File: src/rtl/ftsa_pkg.sv
`timescale 1ns / 1ps
// ----------------------------------------------------------------------------
// ftsa_pkg
// Shared types, constants, and the window and saturation functions for the
// fine-tune step accelerator.
// ----------------------------------------------------------------------------
package ftsa_pkg;

    localparam int CFG_IDX_W   = 3;
    localparam int CFG_DATA_W  = 27;
    localparam int IN_TDATA_W  = 72;
    localparam int OUT_TDATA_W = 88;

    // register indexes on the configuration port
    typedef enum logic [CFG_IDX_W-1:0] {
        REG_NORMAL_STEP   = 3'd0,
        REG_FAST_STEP     = 3'd1,
        REG_SHORT_GAP_MS  = 3'd2,
        REG_CANCEL_GAP_MS = 3'd3,
        REG_TRIGGER_COUNT = 3'd4,
        REG_ZOOM_LEVEL    = 3'd5,
        REG_CENTER_FREQ   = 3'd6,
        REG_CAL_MODE      = 3'd7
    } cfg_idx_t;

    // item kinds
    localparam logic KIND_STEP = 1'b0;
    localparam logic KIND_LOAD = 1'b1;

    // direction / move codes
    localparam logic [1:0] DIR_NONE = 2'b00;
    localparam logic [1:0] DIR_CW   = 2'b01;
    localparam logic [1:0] DIR_CCW  = 2'b11;

    // register reset values
    localparam logic [16:0] RST_NORMAL_STEP   = 17'd100;
    localparam logic [16:0] RST_FAST_STEP     = 17'd500;
    localparam logic [13:0] RST_SHORT_GAP_MS  = 14'd30;
    localparam logic [15:0] RST_CANCEL_GAP_MS = 16'd400;
    localparam logic [3:0]  RST_TRIGGER_COUNT = 4'd4;
    localparam logic [2:0]  RST_ZOOM_LEVEL    = 3'd0;
    localparam logic [26:0] RST_CENTER_FREQ   = 27'd7000000;
    localparam logic        RST_CAL_MODE      = 1'b0;

    localparam logic [3:0] CNT_MAX = 4'd15;

    // recenter window bounds
    localparam logic signed [31:0] WIN0_HIGH    = 32'sd142000;
    localparam logic signed [31:0] WIN0_LOW     = -32'sd43000;
    localparam logic signed [31:0] WINZ_HIGH    = 32'sd95000;
    localparam logic signed [31:0] WINZ_LOW_MAG = 32'sd93000;

    localparam logic signed [31:0] S32_MAX = 32'sh7fff_ffff;
    localparam logic signed [31:0] S32_MIN = -32'sh8000_0000;

    typedef struct packed {
        logic [16:0] normal_step;
        logic [16:0] fast_step;
        logic [13:0] short_gap_ms;
        logic [15:0] cancel_gap_ms;
        logic [3:0]  trigger_count;
        logic [2:0]  zoom_level;
        logic [26:0] center_freq;
        logic        cal_mode;
    } cfg_t;

    typedef struct packed {
        logic               kind;
        logic [1:0]         direction;
        logic [31:0]        time_ms;
        logic signed [31:0] load_value;
    } item_t;

    typedef struct packed {
        logic [1:0]         move;
        logic signed [31:0] offset_hz;
        logic signed [31:0] tuned_freq;
        logic               recenter_request;
        logic               fast_active;
        logic [16:0]        step_used;
    } result_t;

    // true when the offset lies outside the recenter window for this zoom
    function automatic logic outside_win(input logic signed [31:0] off,
                                         input logic [2:0] zoom);
        logic signed [31:0] hi;
        logic signed [31:0] lo;
        hi = WINZ_HIGH >>> zoom;
        lo = -(WINZ_LOW_MAG >>> zoom);
        if (zoom == 3'd0)
        begin
            return (off > WIN0_HIGH) || (off < WIN0_LOW);
        end
        return (off >= hi) || (off < lo);
    endfunction

    // clamp a 33-bit signed sum into 32 bits
    function automatic logic signed [31:0] sat33(input logic signed [32:0] v);
        if (v[32] != v[31])
        begin
            return v[32] ? S32_MIN : S32_MAX;
        end
        return v[31:0];
    endfunction

endpackage

File: src/rtl/ftsa_cfg_regs.sv
`timescale 1ns / 1ps
// ----------------------------------------------------------------------------
// ftsa_cfg_regs
// Configuration register file, write-only, one register per index.
// ----------------------------------------------------------------------------
module ftsa_cfg_regs (
    input  logic                               clk,
    input  logic                               rst_n,
    input  logic                               cfg_we,
    input  logic [ftsa_pkg::CFG_IDX_W-1:0]     cfg_index,
    input  logic [ftsa_pkg::CFG_DATA_W-1:0]    cfg_wdata,
    output ftsa_pkg::cfg_t                     cfg
);
    import ftsa_pkg::*;

    cfg_t cfg_reg;
    cfg_t cfg_next;

    always_comb
    begin
        cfg_next = cfg_reg;
        if (cfg_we)
        begin
            unique case (cfg_idx_t'(cfg_index))
                REG_NORMAL_STEP:   cfg_next.normal_step   = cfg_wdata[16:0];
                REG_FAST_STEP:     cfg_next.fast_step     = cfg_wdata[16:0];
                REG_SHORT_GAP_MS:  cfg_next.short_gap_ms  = cfg_wdata[13:0];
                REG_CANCEL_GAP_MS: cfg_next.cancel_gap_ms = cfg_wdata[15:0];
                REG_TRIGGER_COUNT: cfg_next.trigger_count = cfg_wdata[3:0];
                REG_ZOOM_LEVEL:    cfg_next.zoom_level    = cfg_wdata[2:0];
                REG_CENTER_FREQ:   cfg_next.center_freq   = cfg_wdata[26:0];
                REG_CAL_MODE:      cfg_next.cal_mode      = cfg_wdata[0];
            endcase
        end
    end

    always_ff @(posedge clk or negedge rst_n)
    begin
        if (!rst_n)
        begin
            cfg_reg.normal_step   <= RST_NORMAL_STEP;
            cfg_reg.fast_step     <= RST_FAST_STEP;
            cfg_reg.short_gap_ms  <= RST_SHORT_GAP_MS;
            cfg_reg.cancel_gap_ms <= RST_CANCEL_GAP_MS;
            cfg_reg.trigger_count <= RST_TRIGGER_COUNT;
            cfg_reg.zoom_level    <= RST_ZOOM_LEVEL;
            cfg_reg.center_freq   <= RST_CENTER_FREQ;
            cfg_reg.cal_mode      <= RST_CAL_MODE;
        end
        else
        begin
            cfg_reg <= cfg_next;
        end
    end

    assign cfg = cfg_reg;

endmodule

File: src/rtl/ftsa_step_core.sv
`timescale 1ns / 1ps
// ----------------------------------------------------------------------------
// ftsa_step_core
// Knob timing state, fast-mode control and offset update for one word.
// ----------------------------------------------------------------------------
module ftsa_step_core (
    input  logic              clk,
    input  logic              rst_n,
    input  ftsa_pkg::cfg_t    cfg,
    input  ftsa_pkg::item_t   item,
    input  logic              commit,
    output ftsa_pkg::result_t res
);
    import ftsa_pkg::*;

    logic [31:0]        last_time_reg;
    logic [31:0]        last_time_next;
    logic               fast_on_reg;
    logic               fast_on_next;
    logic [3:0]         cnt_reg;
    logic [3:0]         cnt_next;
    logic signed [31:0] offset_reg;
    logic signed [31:0] offset_next;

    logic [1:0]         move;
    logic [31:0]        gap;
    logic [3:0]         cnt_inc;
    logic [16:0]        step_new;
    logic signed [32:0] step_sum;
    logic signed [32:0] tuned_sum;

    always_comb
    begin
        last_time_next = last_time_reg;
        fast_on_next   = fast_on_reg;
        cnt_next       = cnt_reg;
        offset_next    = offset_reg;

        // -2 counts as counter-clockwise
        unique case (item.direction)
            2'b00:   move = DIR_NONE;
            2'b01:   move = DIR_CW;
            default: move = DIR_CCW;
        endcase

        gap     = item.time_ms - last_time_reg;
        cnt_inc = cnt_reg;
        if ((gap <= {18'd0, cfg.short_gap_ms}) && (cnt_reg < CNT_MAX))
        begin
            cnt_inc = cnt_reg + 4'd1;
        end

        res.recenter_request = 1'b0;

        if (item.kind == KIND_LOAD)
        begin
            offset_next          = item.load_value;
            move                 = DIR_NONE;
            res.recenter_request = outside_win(item.load_value, cfg.zoom_level);
        end
        else if (move == DIR_NONE)
        begin
            res.recenter_request = outside_win(offset_reg, cfg.zoom_level);
        end
        else if (!cfg.cal_mode)
        begin
            last_time_next = item.time_ms;
            if (fast_on_reg)
            begin
                if (gap >= {16'd0, cfg.cancel_gap_ms})
                begin
                    fast_on_next = 1'b0;
                end
            end
            else if (cnt_inc >= cfg.trigger_count)
            begin
                cnt_next     = 4'd0;
                fast_on_next = 1'b1;
            end
            else
            begin
                cnt_next = cnt_inc;
            end
        end

        step_new = fast_on_next ? cfg.fast_step : cfg.normal_step;
        if (move == DIR_CW)
        begin
            step_sum = {offset_reg[31], offset_reg} + $signed({16'd0, step_new});
        end
        else
        begin
            step_sum = {offset_reg[31], offset_reg} - $signed({16'd0, step_new});
        end

        if ((item.kind == KIND_STEP) && (move != DIR_NONE) && !cfg.cal_mode)
        begin
            offset_next          = sat33(step_sum);
            res.recenter_request = outside_win(offset_next, cfg.zoom_level);
        end

        tuned_sum = {offset_next[31], offset_next} + $signed({6'd0, cfg.center_freq});

        res.move        = move;
        res.offset_hz   = offset_next;
        res.tuned_freq  = sat33(tuned_sum);
        res.fast_active = fast_on_next;
        res.step_used   = step_new;
    end

    always_ff @(posedge clk or negedge rst_n)
    begin
        if (!rst_n)
        begin
            last_time_reg <= '0;
            fast_on_reg   <= 1'b0;
            cnt_reg       <= '0;
            offset_reg    <= '0;
        end
        else if (commit)
        begin
            last_time_reg <= last_time_next;
            fast_on_reg   <= fast_on_next;
            cnt_reg       <= cnt_next;
            offset_reg    <= offset_next;
        end
    end

    // entering fast mode always clears the short-gap count
    a_fast_entry_clears_cnt: assert property (@(posedge clk) disable iff (!rst_n)
        $rose(fast_on_reg) |-> (cnt_reg == 4'd0))
        else $error("fast mode entered with nonzero short-gap count");

    // state only moves on a committed word
    a_state_holds: assert property (@(posedge clk) disable iff (!rst_n)
        !commit |=> ($stable(offset_reg) && $stable(fast_on_reg) && $stable(cnt_reg)
                     && $stable(last_time_reg)))
        else $error("step state changed without a committed word");

    // a calibration-mode step leaves all state untouched
    a_cal_step_no_change: assert property (@(posedge clk) disable iff (!rst_n)
        (commit && (item.kind == KIND_STEP) && cfg.cal_mode) |=>
        ($stable(offset_reg) && $stable(fast_on_reg) && $stable(cnt_reg)
         && $stable(last_time_reg)))
        else $error("calibration step altered state");

endmodule

File: src/rtl/fine_tune_step_accelerator.sv
`timescale 1ns / 1ps
// ----------------------------------------------------------------------------
// fine_tune_step_accelerator
// Tuning knob step accelerator: fast-mode detection, saturating offset update
// and recenter window test.
//
//   channel   dir   handshake                 payload
//   s_axis    in    s_axis_tvalid/tready      tdata: direction, time_ms,
//                                             load_value; tuser: kind
//   m_axis    out   m_axis_tvalid/tready      tdata: move, offset_hz,
//                                             tuned_freq, recenter_request,
//                                             fast_active, step_used
//   cfg       in    cfg_we                    cfg_index, cfg_wdata
//
// One word per cycle sustained while m_axis is ready; each word passes the input
// register, then the result register, with the state update in between.
// rst_n clears the valid flags and the step state and loads the register defaults.
// Backpressure on m_axis stalls the input register; s_axis keeps taking a
// word as long as the input register is empty or moving.
// ----------------------------------------------------------------------------
module fine_tune_step_accelerator (
    input  logic                                clk,
    input  logic                                rst_n,

    input  logic                                s_axis_tvalid,
    output logic                                s_axis_tready,
    // [1:0] direction, [33:2] time_ms, [65:34] load_value, [71:66] zero
    input  logic [ftsa_pkg::IN_TDATA_W-1:0]     s_axis_tdata,
    // [0] kind
    input  logic                                s_axis_tuser,

    output logic                                m_axis_tvalid,
    input  logic                                m_axis_tready,
    // [1:0] move, [33:2] offset_hz, [65:34] tuned_freq, [66] recenter_request,
    // [67] fast_active, [84:68] step_used, [87:85] zero
    output logic [ftsa_pkg::OUT_TDATA_W-1:0]    m_axis_tdata,

    input  logic                                cfg_we,
    input  logic [ftsa_pkg::CFG_IDX_W-1:0]      cfg_index,
    input  logic [ftsa_pkg::CFG_DATA_W-1:0]     cfg_wdata
);
    import ftsa_pkg::*;

    cfg_t    cfg;
    item_t   s1_item_reg;
    logic    s1_valid_reg;
    logic    s1_valid_next;
    logic    s1_adv;
    logic    in_fire;
    logic    commit;
    result_t res;
    result_t out_res_reg;
    logic    out_valid_reg;
    logic    out_valid_next;

    assign s1_adv        = !out_valid_reg || m_axis_tready;
    assign s_axis_tready = !s1_valid_reg || s1_adv;
    assign in_fire       = s_axis_tvalid && s_axis_tready;
    assign commit        = s1_valid_reg && s1_adv;

    always_comb
    begin
        s1_valid_next = s1_valid_reg;
        if (in_fire)
        begin
            s1_valid_next = 1'b1;
        end
        else if (s1_adv)
        begin
            s1_valid_next = 1'b0;
        end

        out_valid_next = out_valid_reg;
        if (commit)
        begin
            out_valid_next = 1'b1;
        end
        else if (m_axis_tready)
        begin
            out_valid_next = 1'b0;
        end
    end

    always_ff @(posedge clk or negedge rst_n)
    begin
        if (!rst_n)
        begin
            s1_valid_reg  <= 1'b0;
            out_valid_reg <= 1'b0;
        end
        else
        begin
            s1_valid_reg  <= s1_valid_next;
            out_valid_reg <= out_valid_next;
        end
    end

    always_ff @(posedge clk)
    begin
        if (in_fire)
        begin
            s1_item_reg.kind       <= s_axis_tuser;
            s1_item_reg.direction  <= s_axis_tdata[1:0];
            s1_item_reg.time_ms    <= s_axis_tdata[33:2];
            s1_item_reg.load_value <= s_axis_tdata[65:34];
        end
        if (commit)
        begin
            out_res_reg <= res;
        end
    end

    ftsa_cfg_regs u_cfg (
        .clk       (clk),
        .rst_n     (rst_n),
        .cfg_we    (cfg_we),
        .cfg_index (cfg_index),
        .cfg_wdata (cfg_wdata),
        .cfg       (cfg)
    );

    ftsa_step_core u_core (
        .clk    (clk),
        .rst_n  (rst_n),
        .cfg    (cfg),
        .item   (s1_item_reg),
        .commit (commit),
        .res    (res)
    );

    assign m_axis_tvalid = out_valid_reg;
    assign m_axis_tdata  = {3'd0,
                            out_res_reg.step_used,
                            out_res_reg.fast_active,
                            out_res_reg.recenter_request,
                            out_res_reg.tuned_freq,
                            out_res_reg.offset_hz,
                            out_res_reg.move};

    // a stalled word in the input register is not dropped
    a_s1_hold: assert property (@(posedge clk) disable iff (!rst_n)
        (s1_valid_reg && !s1_adv) |=> s1_valid_reg)
        else $error("input register lost a stalled word");

    // an accepted word always lands in the input register
    a_in_lands: assert property (@(posedge clk) disable iff (!rst_n)
        in_fire |=> s1_valid_reg)
        else $error("accepted word missing from input register");

    // a committed word always shows up on the output
    a_commit_out: assert property (@(posedge clk) disable iff (!rst_n)
        commit |=> out_valid_reg)
        else $error("committed word missing from result register");

endmodule

File: config.mk
export PLATFORM = sky130hd
export DESIGN_NAME = fine_tune_step_accelerator
export DESIGN_NICKNAME = d
export VERILOG_FILES = /design/src/rtl/ftsa_pkg.sv /design/src/rtl/ftsa_cfg_regs.sv /design/src/rtl/ftsa_step_core.sv /design/src/rtl/fine_tune_step_accelerator.sv
export SDC_FILE = /design/constraint.sdc
export NUM_CORES = 1
export LEC_CHECK = 0
export ABC_AREA = 1
export BUFFER_PORTS_ARGS = -buffer_cell sky130_fd_sc_hd__buf_4
export CAP_MARGIN = 20
export CORE_AREA = 2 2 222 224
export CTS_BUF_LIST = sky130_fd_sc_hd__clkbuf_8
export CTS_CLUSTER_SIZE = 10
export DETAILED_ROUTE_END_ITERATION = 6
export DIE_AREA = 0 0 224 226
export HOLD_SLACK_MARGIN = 0.15
export PLACE_DENSITY = 0.66
export RECOVER_POWER = 50
export SLEW_MARGIN = 20
export SYNTH_ARGS = -nofsm -noshare
export SYNTH_HDL_FRONTEND = slang
export SYNTH_HIERARCHICAL = 1
export SYNTH_SLANG_ARGS = --single-unit
File: constraint.sdc
create_clock -name clk -period 17 [get_ports clk]
set_clock_uncertainty 0.15 [all_clocks]
set_input_delay 0.85 -clock clk [delete_from_list [all_inputs] [get_ports clk]]
set_output_delay 0.85 -clock clk [all_outputs]
set_load 0.1 [all_outputs]
==> impl_metrics.json <==
{
  "min_period_over_period": 0.812,
  "drc": 0,
  "core-area_sq_um": 48300,
  "crit_top_cell": "nand2_1",
  "status": "complete, but fails checks",
  "ctsRootBufferMaster": "clkbuf_8",
  "syn_inst": 3089,
  "critPathCaptureType": "flop",
  "hold_buffers": 8,
  "worst-slew-pin-transition_ns": 3.70,
  "critPathBufInv": 5,
  "cp_slowest_stage_delay_ns": 0.80,
  "ant_nets": 0,
  "cp_top_family": "simple AND/OR/NAND/NOR gates",
  "setup_ws_ns": 3.20,
  "port_buffers": 188,
  "slowest_stage": "o21ai_0",
  "rr_worst_depth": 71,
  "path_clk_slew_ns": 0.07,
  "htreeDepth": 2,
  "ff2ff_setup_slack_ns": 3.20,
  "r2r_end": "m_axis_tdata[36]",
  "reg2reg_from": "u_core/last_time_reg[0]",
  "cts_max_path_buffers": 3,
  "synthArstFlopShare": 0.528,
  "gr-total-overflow": 0,
  "slew_headroom": -1.47,
  "rsz0062_at_grt": "no",
  "grt_pass1_wl_mm": 116,
  "synth_edf_count": 152,
  "final_common_cell": "nand2_1",
  "avgRoutedWirePerCell_um": 18.7,
  "synth_area_sq_um": 23900,
  "hold_path_class": "in -> reg",
  "synth-compound-area-share": 0.120,
  "layout_common_cells": "nand2_1 (926), inv_1 (379), ha_1 (266), nor2_1 (208), a21oi_1 (197)",
  "synthMuxAreaShare": 0,
  "cts.sink_count": 322,
  "avgSynthCellArea_sq_um": 7.75,
  "crit_type": "reg -> reg",
  "dieArea_sq_um": 50600,
  "synthTopCellsByArea": "edfxtp_1 (19%), dfrtp_1 (15%), nand2_1 (14%)",
  "cts_setup_buffers": 0,
  "dp_hpwl_mm": 59.2,
  "hold-path-cell-count": 1,
  "cts_resized": 0,
  "hold-path-endpoint": "s1_item_reg[9]",
  "synth_top_area_share": 0.191,
  "ys_dominant_reg_cell": "edfxtp_1",
  "drtPass1Iterations": 5,
  "final_layout_size_suffix_gt1_frac": 0.106,
  "max_freq_mhz": 72.4,
  "synth_seq_cells": 322,
  "initial_utilization": 0.495,
  "synth_xor_area_frac": 0.0307,
  "die_x_um": 224,
  "synthSimpleGateAreaFrac": 0.263,
  "clk_latency_ns": 0.67,
  "final-setup-viol-count": 0,
  "synth_top_family_by_area": "simple AND/OR/NAND/NOR gates",
  "syn2layout_area_growth_pct": 13.5,
  "drv_cap": 6,
  "synth_cell_types": 66,
  "vias": 21900,
  "die-height_um": 226,
  "numCtsBuffers": 57,
  "slew_viol_final": 342,
  "rows": 81,
  "yosysSeqAreaShare": 0.370,
  "ios": 198,
  "largest_reg_flops": 99,
  "hold_violations": 0,
  "post-place-ws_ns": 3.36,
  "worst-path-max-fanout": 31,
  "yosys.area_share.adder": 0.142,
  "worstPathRequired_ns": 17.21,
  "antenna_found_initial": 0,
  "tritoncts": "done",
  "vias_per_cell": 5.46,
  "grt_max_degree": 79,
  "worstHoldStart": "s_axis_tdata[43]",
  "fin_nets": 3726,
  "drt_iter0_drc": 1607,
  "ys_warn_count": 6,
  "place_congestion": 0.946,
  "synth.largest_area_cell": "edfxtp_1",
  "wl_mm": 75.3,
  "tns_ns": 0,
  "violations": "max-capacitance violations, max-slew violations",
  "grt_pass1_vias": 21400,
  "grt_use_total": 0.296,
  "arrival_ns": 14.01,
  "worstSetupStartpointType": "flop",
  "min_period_ns": 13.80
}
[layer usage]
metal | GRT usage | vias to the layer above | part of all wire
li1 | - | 10800 | -
met1 | 0.364 | 10300 | 0.42
met2 | 0.513 | 669 | 0.48
met3 | 0.0414 | 159 | 0.051
met4 | 0.141 | 0 | 0.047
met5 | 0 | - | 0
[area by class of cell]
| type | count | area [sq um] |
|---|---|---|
| clock inverter | 43 | 278 |
| antenna | 1 | 2.50 |
| inverter | 369 | 1390 |
| timing repair buffer | 232 | 1560 |
| fill | 4619 | 21200 |
| tap | 622 | 778 |
| sequential | 322 | 8850 |
| clock buffer | 64 | 881 |
| multi-input combinational | 2367 | 13400 |
[Yosys cell counts, types with 10 or more instances]
cell type	instances
inv_2	13
o211ai_1	25
clkbuf_1	28
o21a_1	10
dfstp_2	29
nand4_1	42
a21oi_1	198
buf_6	11
inv_1	355
nor2_1	208
ha_1	266
nand2_1	920
edfxtp_1	152
xnor2_1	32
dfrtp_1	141
o21ai_1	18
nand3_1	164
nor3_1	38
nand3b_1	17
a211oi_1	12
nand2_2	22
xor2_1	52
nor4_1	17
buf_4	14
o21ai_0	171
[worst register-to-register path, delay by kind of cell (launching register included)]
family	cells	cell delay, ns
simple gates	41	5.91
flops	1	0.38
buf+inv	5	0.46
compound gates	14	3.42
fa+ha+maj	8	2.55
xor+xnor	3	0.63
[worst max-delay path by stage]
stage | from | end | slack [ns] | depth (start not counted)
6_report | u_core/last_time_reg[0] | m_axis_tdata[36] | 3.20 | 71
5_1_grt | s1_item_reg[32] | m_axis_tdata[36] | 2.01 | 72
4_1_cts | u_core/last_time_reg[0] | m_axis_tdata[36] | 3.29 | 71
3_5_place_dp | u_core/last_time_reg[0] | m_axis_tdata[36] | 3.36 | 71
3_3_place_gp | s1_item_reg[32] | m_axis_tdata[42] | 3.52 | 72
2_1_floorplan | u_core/last_time_reg[0] | m_axis_tdata[46] | 6.90 | 72
[stage by stage]
step / utilization / cell area (sq um) / cells / hold WS (ns)
CTS: 0.567 / 27400 / 4019 / 0.150
detailed placement: 0.541 / 26200 / 3904 / 0.303
finish: 0.562 / 27200 / 4020 / 0.221
global route: 0.562 / 27200 / 4019 / 0.184
floorplan: - / 24100 / 3125 / 0.283
global placement: 0.541 / 26200 / 3904 / 0.299
[logic make-up (layout without fill, tap and decap cells)]
logic type / after synthesis / count (layout)
AND/OR/NAND/NOR: 1474 / 1474
AO/OA/AOI/OAI: 502 / 502
buffers and inverters: 436 / 708
flip-flops: 322 / 322
adder cells (fa/ha/maj): 269 / 269
XOR/XNOR: 84 / 84
other: 2 / 39
Power is left out: the tool's default activity adds up to more than one toggle a clock period on the data nets, which glitch-free logic cannot reach.
